File: src/rtl/core/ple_pkg.sv
// Package for the positional list engine.
// Holds the list size, field widths, operation and status codes and the cell command type.
// It has no dependencies.
package ple_pkg;

  localparam int unsigned Depth = 16;
  localparam int unsigned IdxW  = $clog2(Depth);
  localparam int unsigned CntW  = $clog2(Depth + 1);
  localparam int unsigned DataW = 32;
  localparam int unsigned PosW  = 11;
  localparam int unsigned CmpW  = PosW + 1;
  localparam int unsigned OpW   = 3;
  localparam int unsigned StW   = 2;

  typedef enum logic [OpW-1:0] {
    OpInsFront = 3'd0,
    OpInsEnd   = 3'd1,
    OpInsPos   = 3'd2,
    OpDelFront = 3'd3,
    OpDelEnd   = 3'd4,
    OpDelPos   = 3'd5,
    OpCount    = 3'd6
  } op_e;

  typedef enum logic [StW-1:0] {
    StOk    = 2'd0,
    StEmpty = 2'd1,
    StFull  = 2'd2,
    StRange = 2'd3
  } status_e;

  typedef struct packed {
    logic            ins;
    logic            del;
    logic [IdxW-1:0] idx;
  } cmd_t;

endpackage

File: src/rtl/core/ple_cell.sv
// One storage cell of the list chain: holds one entry and shifts with its neighbors.
// Depends on ple_pkg.
module ple_cell import ple_pkg::*; (
  input  logic             clk_i,
  input  logic [IdxW-1:0]  cell_idx_i,
  input  cmd_t             cmd_i,
  input  logic [DataW-1:0] new_value_i,
  input  logic [DataW-1:0] left_i,
  input  logic [DataW-1:0] right_i,
  output logic [DataW-1:0] value_o,
  output logic [DataW-1:0] rd_o
);

  logic [DataW-1:0] value_q, value_d;

  always_comb begin
    value_d = value_q;
    if (cmd_i.ins) begin
      if (cell_idx_i == cmd_i.idx) begin
        value_d = new_value_i;
      end else if (cell_idx_i > cmd_i.idx) begin
        value_d = left_i;
      end
    end else if (cmd_i.del) begin
      if (cell_idx_i >= cmd_i.idx) begin
        value_d = right_i;
      end
    end
  end

  always_ff @(posedge clk_i) begin
    value_q <= value_d;
  end

  assign value_o = value_q;
  assign rd_o    = (cell_idx_i == cmd_i.idx) ? value_q : '0;

endmodule

File: src/rtl/core/ple_ctrl.sv
// Controller of the list engine: keeps the entry count, decodes each operation into a
// cell command and registers the result. Depends on ple_pkg.
module ple_ctrl import ple_pkg::*; (
  input  logic             clk_i,
  input  logic             rst_ni,
  input  logic             take_i,
  input  logic [OpW-1:0]   operation_i,
  input  logic [PosW-1:0]  position_i,
  input  logic [DataW-1:0] rd_data_i,
  output cmd_t             cmd_o,
  output logic             result_valid_o,
  output logic [DataW-1:0] removed_value_o,
  output logic [PosW-1:0]  length_o,
  output logic [StW-1:0]   status_o
);

  logic [CntW-1:0]  count_q, count_d;
  logic             valid_q;
  logic [DataW-1:0] removed_q, removed_d;
  status_e          status_q, status_d;
  logic [CmpW-1:0]  pos_ext, cnt_ext;
  logic             full, empty;
  logic [IdxW-1:0]  pos_idx;

  assign pos_ext = CmpW'(position_i);
  assign cnt_ext = CmpW'(count_q);
  assign full    = (count_q == CntW'(Depth));
  assign empty   = (count_q == '0);
  assign pos_idx = IdxW'(position_i - PosW'(1));

  always_comb begin
    cmd_o     = '0;
    status_d  = StOk;
    removed_d = '0;
    count_d   = count_q;
    case (operation_i)
      OpInsFront, OpInsEnd, OpInsPos: begin
        if (full) begin
          status_d = StFull;
        end else if (operation_i == OpInsFront) begin
          cmd_o.ins = 1'b1;
          cmd_o.idx = '0;
        end else if (operation_i == OpInsEnd) begin
          cmd_o.ins = 1'b1;
          cmd_o.idx = IdxW'(count_q);
        end else if (empty) begin
          cmd_o.ins = 1'b1;
          cmd_o.idx = '0;
        end else if (pos_ext >= CmpW'(1) && pos_ext <= cnt_ext + CmpW'(1)) begin
          cmd_o.ins = 1'b1;
          cmd_o.idx = pos_idx;
        end else begin
          status_d = StRange;
        end
      end
      OpDelFront, OpDelEnd, OpDelPos: begin
        if (empty) begin
          status_d = StEmpty;
        end else if (operation_i == OpDelFront) begin
          cmd_o.del = 1'b1;
          cmd_o.idx = '0;
        end else if (operation_i == OpDelEnd) begin
          cmd_o.del = 1'b1;
          cmd_o.idx = IdxW'(count_q - CntW'(1));
        end else if (pos_ext >= CmpW'(1) && pos_ext <= cnt_ext) begin
          cmd_o.del = 1'b1;
          cmd_o.idx = pos_idx;
        end else begin
          status_d = StRange;
        end
      end
      default: begin
        status_d = StOk;
      end
    endcase
    if (!take_i) begin
      cmd_o.ins = 1'b0;
      cmd_o.del = 1'b0;
    end
    if (cmd_o.ins) begin
      count_d = count_q + CntW'(1);
    end else if (cmd_o.del) begin
      count_d   = count_q - CntW'(1);
      removed_d = rd_data_i;
    end
  end

  always_ff @(posedge clk_i or negedge rst_ni) begin
    if (!rst_ni) begin
      count_q <= '0;
      valid_q <= 1'b0;
    end else begin
      valid_q <= take_i;
      if (take_i) begin
        count_q <= count_d;
      end
    end
  end

  always_ff @(posedge clk_i) begin
    if (take_i) begin
      removed_q <= removed_d;
      status_q  <= status_d;
    end
  end

  assign result_valid_o  = valid_q;
  assign removed_value_o = removed_q;
  assign length_o        = PosW'(count_q);
  assign status_o        = status_q;

endmodule

File: src/rtl/core/positional_list_engine_top.sv
// Top level of the positional list engine: a chain of entry cells and its controller.
// Depends on ple_pkg, ple_cell and ple_ctrl.
//
//   Channel   Handshake                    Fields
//   command   start_i, busy_o              operation_i, value_i, position_i
//   result    result_valid_o (one cycle)   removed_value_o, length_o, status_o
//
// Each command is done in the clock edge that accepts it: the cells at and behind the chosen
// slot shift toward or away from it, and the result is shown in the following cycle.
// busy_o stays low, so a new command may be given in every cycle.
// Reset clears the entry count; the cell contents are left as they are.
// The result is shown for exactly one cycle; the receiver cannot hold it.
module positional_list_engine_top import ple_pkg::*; (
  input  logic                    clk_i,
  input  logic                    rst_ni,
  input  logic                    start_i,
  output logic                    busy_o,
  input  logic [OpW-1:0]          operation_i,
  input  logic signed [DataW-1:0] value_i,
  input  logic [PosW-1:0]         position_i,
  output logic                    result_valid_o,
  output logic signed [DataW-1:0] removed_value_o,
  output logic [PosW-1:0]         length_o,
  output logic [StW-1:0]          status_o
);

  cmd_t             cmd;
  logic             take;
  logic [DataW-1:0] cell_val [Depth];
  logic [DataW-1:0] cell_rd  [Depth];
  logic [DataW-1:0] rd_data;
  logic [DataW-1:0] removed;

  assign busy_o = 1'b0;
  assign take   = start_i & ~busy_o;

  for (genvar k = 0; k < Depth; k++) begin : g_cell
    logic [DataW-1:0] left, right;
    if (k == 0) begin : g_first
      assign left = value_i;
    end else begin : g_mid_l
      assign left = cell_val[k-1];
    end
    if (k == Depth - 1) begin : g_last
      assign right = '0;
    end else begin : g_mid_r
      assign right = cell_val[k+1];
    end
    ple_cell u_cell (
      .clk_i       (clk_i),
      .cell_idx_i  (IdxW'(k)),
      .cmd_i       (cmd),
      .new_value_i (value_i),
      .left_i      (left),
      .right_i     (right),
      .value_o     (cell_val[k]),
      .rd_o        (cell_rd[k])
    );
  end

  always_comb begin
    rd_data = '0;
    for (int k = 0; k < Depth; k++) begin
      rd_data = rd_data | cell_rd[k];
    end
  end

  ple_ctrl u_ctrl (
    .clk_i           (clk_i),
    .rst_ni          (rst_ni),
    .take_i          (take),
    .operation_i     (operation_i),
    .position_i      (position_i),
    .rd_data_i       (rd_data),
    .cmd_o           (cmd),
    .result_valid_o  (result_valid_o),
    .removed_value_o (removed),
    .length_o        (length_o),
    .status_o        (status_o)
  );

  assign removed_value_o = removed;

endmodule

File: config.mk
export PLATFORM = sky130hd
export DESIGN_NAME = positional_list_engine_top
export DESIGN_NICKNAME = d
export VERILOG_FILES = /design/src/rtl/core/ple_pkg.sv /design/src/rtl/core/ple_cell.sv /design/src/rtl/core/ple_ctrl.sv /design/src/rtl/core/positional_list_engine_top.sv
export SDC_FILE = /design/constraint.sdc
export NUM_CORES = 2
export LEC_CHECK = 0
export ABC_AREA = 0
export BUFFER_PORTS_ARGS = -buffer_cell sky130_fd_sc_hd__buf_2
export CAP_MARGIN = 20
export CELL_PAD_IN_SITES_DETAIL_PLACEMENT = 1
export CELL_PAD_IN_SITES_GLOBAL_PLACEMENT = 1
export CORE_ASPECT_RATIO = 0.8
export CORE_MARGIN = 2
export CORE_UTILIZATION = 40
export CTS_CLUSTER_DIAMETER = 60
export DETAILED_ROUTE_END_ITERATION = 8
export PLACE_DENSITY_LB_ADDON = 0.12
export SYNTH_ARGS = -nofsm -noshare
export SYNTH_HDL_FRONTEND = slang
export SYNTH_SLANG_ARGS = --single-unit
File: constraint.sdc
create_clock -name clk_i -period 7.9 [get_ports clk_i]
set_input_delay 0 -clock clk_i [delete_from_list [all_inputs] [get_ports clk_i]]
set_output_delay 0 -clock clk_i [all_outputs]
set_load 0.02 [all_outputs]
==> results.cfg <==
[finish]
multi_input_area_sq_um = 13600
sequential_cell_area_sq_um = 16500
fin_nets = 3138
fillCellCount = 8564
layout_commonest_cell = sky130_fd_sc_hd__nand2_1
fin_area_sq_um = 34800
final_cell_mix = 803 x sky130_fd_sc_hd__nand2_1, 546 x sky130_fd_sc_hd__edfxtp_1, 300 x sky130_fd_sc_hd__mux2i_1
fin_cells = 4146
area.growth.synth_to_final_pct = 10.8
post_route_cells_drive_above_1_share = 0.111

[global_routing]
grt_use_total = 0.313
grt_pass1_wl_mm = 186
maximum_number_of_pins_on_one_net_before_global_route_repair = 234
antenna_found_initial = 2
grt_pass1_vias = 26762
overflow = 0

[synthesis]
proportion_of_register_bits_with_asynchronous_set_or_reset_after_synthesis = 0.0109
netlist.top_cell.by_area = sky130_fd_sc_hd__edfxtp_1
ys_types = 77
post_synth_and_or_nand_nor_area_fraction = 0.140
yosys_warnings = 0
synth-edff-count = 546
post_synth_inst_count = 3090
combinational_family_with_the_most_area_after_synthesis = compound AO/OA/AOI/OAI gates
post_synth_instance_area_sq_um = 31400
synth_xor_area_frac = 0.00279
synth_compound_area_frac = 0.162
synth-main-ff-cell = sky130_fd_sc_hd__edfxtp_1
post_synth.cell_area_avg_sq_um = 10.2
synth.mux.area_fraction = 0.115
synthesis_stage_register_bit_count = 552
adder_and_majority_cell_fraction_of_the_synthesized_area = 0.00598
ys_seq_area_frac = 0.527
synth_largest_type_area_fraction = 0.523
synth_top_cells_by_area = sky130_fd_sc_hd__edfxtp_1 52%, sky130_fd_sc_hd__nand2_1 9.7%, sky130_fd_sc_hd__mux2i_1 9.6%

[detailed_routing]
drt-initial-drc-count = 3020
postRouteAntennaNets = 0
wl_per_cell_um = 30.6
remaining_design_rule_violation_count = 0
postRouteWirelength_mm = 127
via_count = 26555
routed_via_count_divided_by_cell_count = 6.40
firstDrtPassIters = 9

[setup_path]
crit_arrival_ns = 6.46
cp_common_cell = sky130_fd_sc_hd__inv_2
timing.critical_path.depth = 16
worst-r2r-setup-slack_ns = 1.79
critical_path_class = reg -> reg
cp_capture_point = g_cell[3].u_cell.value_o[3]
crit_path_top_delay_cell = sky130_fd_sc_hd__inv_2
critPathTopFamily = buffers and inverters
setup.worst_path.start_class = flip-flop
regToRegStartpoint = u_ctrl.count_q[0]
timing.critical_path.fanout_max = 24
worst_ep_required_time_ns = 8.24
path_cells = ha_1 -> nand3_1 -> xnor2_1 -> ha_1 -> a21o_1 -> a21oi_1 -> o221ai_4 -> o221ai_1 -> and4_4 -> nor2_1 -> inv_2 -> nand2_1 -> inv_2 -> nand2_1 -> inv_2 -> buf_4
critical_path.endpoint_type = flip-flop
worst-r2r-cell-count = 16
r2r-end = g_cell[3].u_cell.value_o[3]
critPathBufInv = 4
cp-startpoint = u_ctrl.count_q[0]
cpPeakStageDelay_ns = 0.88

[cts]
numCtsBuffers = 61
clock_tree.buffer_depth = 3
cts.htree.levels = 2
clk_transition_reported_paths_ns = 0.07
post-cts-setup-buffer-count = 0
ctsResizeCount = 0
cts_tree = yes
clock-sinks = 552
clock_insertion_delay_worst_skew_ns = 0.66
clock-root-buffer = sky130_fd_sc_hd__clkbuf_16

[power]
static-leakage-power_nw = 12.3
ir_drop_mv = 0.188
pwr_density_cell_nw_per_um2 = 253
power.total_mw = 8.80

[place]
place_worst_setup_slack_ns = 1.82
placed_area_sq_um = 32600
portBuffers = 88
dpl.hpwl_mm = 72.0
post-place-cells = 3995
gp_congestion = 0.878

[sta]
fin_crit_ns = 6.11
post-route-worst-setup-slack_ns = 1.79
report.final.hold_viol_count = 0
timing.final.setup_violations = 0
slew_headroom = 0.208
skew_ns = 0.0148
slew_violations = 0
max_clock_freq_ghz = 0.164
final.period_utilization = 0.774
setup_tns_ns = 0
worstMarginPinSlew_ns = 1.19
rsz0062_at_grt = no

[floorplanning]
placementRows = 91
ioPinCount = 96
floorplan.die.height_um = 254
fp.dieArea_sq_um = 80700
core_region_area_sq_um = 77300
floorplan.initialDensity = 0.406
floorplan.die.width_um = 317

[hold_path]
min_path_type = in -> reg

[run_status]
status = finished clean

[run]
max_cap_viol_count = 0
## logic make-up after synthesis
kind of cell / Yosys count
AO/OA/AOI/OAI: 771
XOR/XNOR: 10
adder cells (fa/ha/maj): 15
buffers and inverters: 300
flip-flops: 552
multiplexers: 355
other: 1
AND/OR/NAND/NOR: 1086
## worst min path at each step
stage | start | endpoint | slack, ns | cells past startpoint
floorplan | rst_ni | u_ctrl.count_q[0] | -0.30 | 0
global placement | rst_ni | u_ctrl.count_q[4] | -0.15 | 1
detailed placement | rst_ni | u_ctrl.count_q[1] | -0.15 | 1
CTS | position_i[10] | u_ctrl.status_o[0] | 0.16 | 7
global route | position_i[10] | u_ctrl.status_o[0] | 0.22 | 7
finish | position_i[10] | u_ctrl.status_o[0] | 0.22 | 7
## timing repair
item	4_1_cts	5_1_grt
hold buffers	39	0
hold endpoints to repair	516	0
setup endpoints to repair	0	0
## stage by stage
stage	utilization	hold slack (ns)
global placement	0.421	-0.152
CTS	0.450	0.162
floorplan	-	-0.296
finish	0.450	0.219
detailed placement	0.421	-0.152
global route	0.450	0.225
## layout make-up
type | instances | area share
sequential | 552 | 0.476
clock inverter | 31 | 0.00511
clock buffer | 80 | 0.0472
timing repair buffer | 198 | 0.0418
inverter | 17 | 0.00184
tap | 1023 | 0.0368
multi-input combinational | 2244 | 0.391
antenna | 1 | 0.0000720
## report_power, final
group          total (mW)  switching, mW  internal, mW
clock                2.75           1.27          1.48
combinational        2.12           1.45         0.673
sequential           3.93          0.265          3.66
## routing by layer
| metal | vias to the layer above | global-route usage | part of all wire |
|---|---|---|---|
| li1 | 11407 | - | - |
| met1 | 13638 | 0.441 | 0.43 |
| met2 | 1229 | 0.492 | 0.45 |
| met3 | 277 | 0.0436 | 0.077 |
| met4 | 4 | 0.113 | 0.037 |
| met5 | - | 0 | 0.00021 |
## cell usage after synthesis, types with 3 or more instances
cell type	instances
sky130_fd_sc_hd__a2111oi_4	3
sky130_fd_sc_hd__a21oi_1	52
sky130_fd_sc_hd__a221oi_1	27
sky130_fd_sc_hd__a222oi_1	57
sky130_fd_sc_hd__a22o_1	18
sky130_fd_sc_hd__a22oi_1	63
sky130_fd_sc_hd__a31oi_1	188
sky130_fd_sc_hd__a32o_1	14
sky130_fd_sc_hd__and2_1	6
sky130_fd_sc_hd__and3_1	26
sky130_fd_sc_hd__buf_1	7
sky130_fd_sc_hd__buf_2	36
sky130_fd_sc_hd__buf_4	42
sky130_fd_sc_hd__buf_6	10
sky130_fd_sc_hd__clkbuf_1	185
sky130_fd_sc_hd__dfrtp_1	6
sky130_fd_sc_hd__edfxtp_1	546
sky130_fd_sc_hd__ha_1	15
sky130_fd_sc_hd__inv_1	17
sky130_fd_sc_hd__mux2_2	55
sky130_fd_sc_hd__mux2i_1	300
sky130_fd_sc_hd__nand2_1	808
sky130_fd_sc_hd__nand3_1	21
sky130_fd_sc_hd__nand4_1	3
sky130_fd_sc_hd__nor2_1	177
sky130_fd_sc_hd__nor2b_1	4
sky130_fd_sc_hd__nor3_1	5
sky130_fd_sc_hd__nor3b_1	3
sky130_fd_sc_hd__o2111a_1	3
sky130_fd_sc_hd__o2111ai_1	4
sky130_fd_sc_hd__o211ai_1	9
sky130_fd_sc_hd__o21a_1	3
sky130_fd_sc_hd__o21ai_0	231
sky130_fd_sc_hd__o21ai_1	70
sky130_fd_sc_hd__o31a_1	5
sky130_fd_sc_hd__o41a_1	4
sky130_fd_sc_hd__or3_1	5
sky130_fd_sc_hd__or4b_1	3
sky130_fd_sc_hd__xnor2_1	8
## sequential cells by signal, indices dropped and copies added, names as in the netlist
signal / flops
g_cell.u_cell.value_o: 512
u_ctrl.count_q: 5
u_ctrl.removed_value_o: 32
u_ctrl.result_valid_o: 1
u_ctrl.status_o: 2
## worst register-to-register path, cell delays in order, from the launching register on
cell and delay [ns]:
sky130_fd_sc_hd__dfrtp_1 0.54, sky130_fd_sc_hd__ha_1 0.30, sky130_fd_sc_hd__nand3_1 0.12, sky130_fd_sc_hd__xnor2_1 0.24
sky130_fd_sc_hd__ha_1 0.29, sky130_fd_sc_hd__a21o_1 0.20, sky130_fd_sc_hd__a21oi_1 0.28, sky130_fd_sc_hd__o221ai_4 0.20
sky130_fd_sc_hd__o221ai_1 0.41, sky130_fd_sc_hd__and4_4 0.42, sky130_fd_sc_hd__nor2_1 0.25, sky130_fd_sc_hd__inv_2 0.61
sky130_fd_sc_hd__nand2_1 0.38, sky130_fd_sc_hd__inv_2 0.13, sky130_fd_sc_hd__nand2_1 0.17, sky130_fd_sc_hd__inv_2 0.88
sky130_fd_sc_hd__buf_4 0.40
Note: power is estimated with default switching activity, not from simulation.
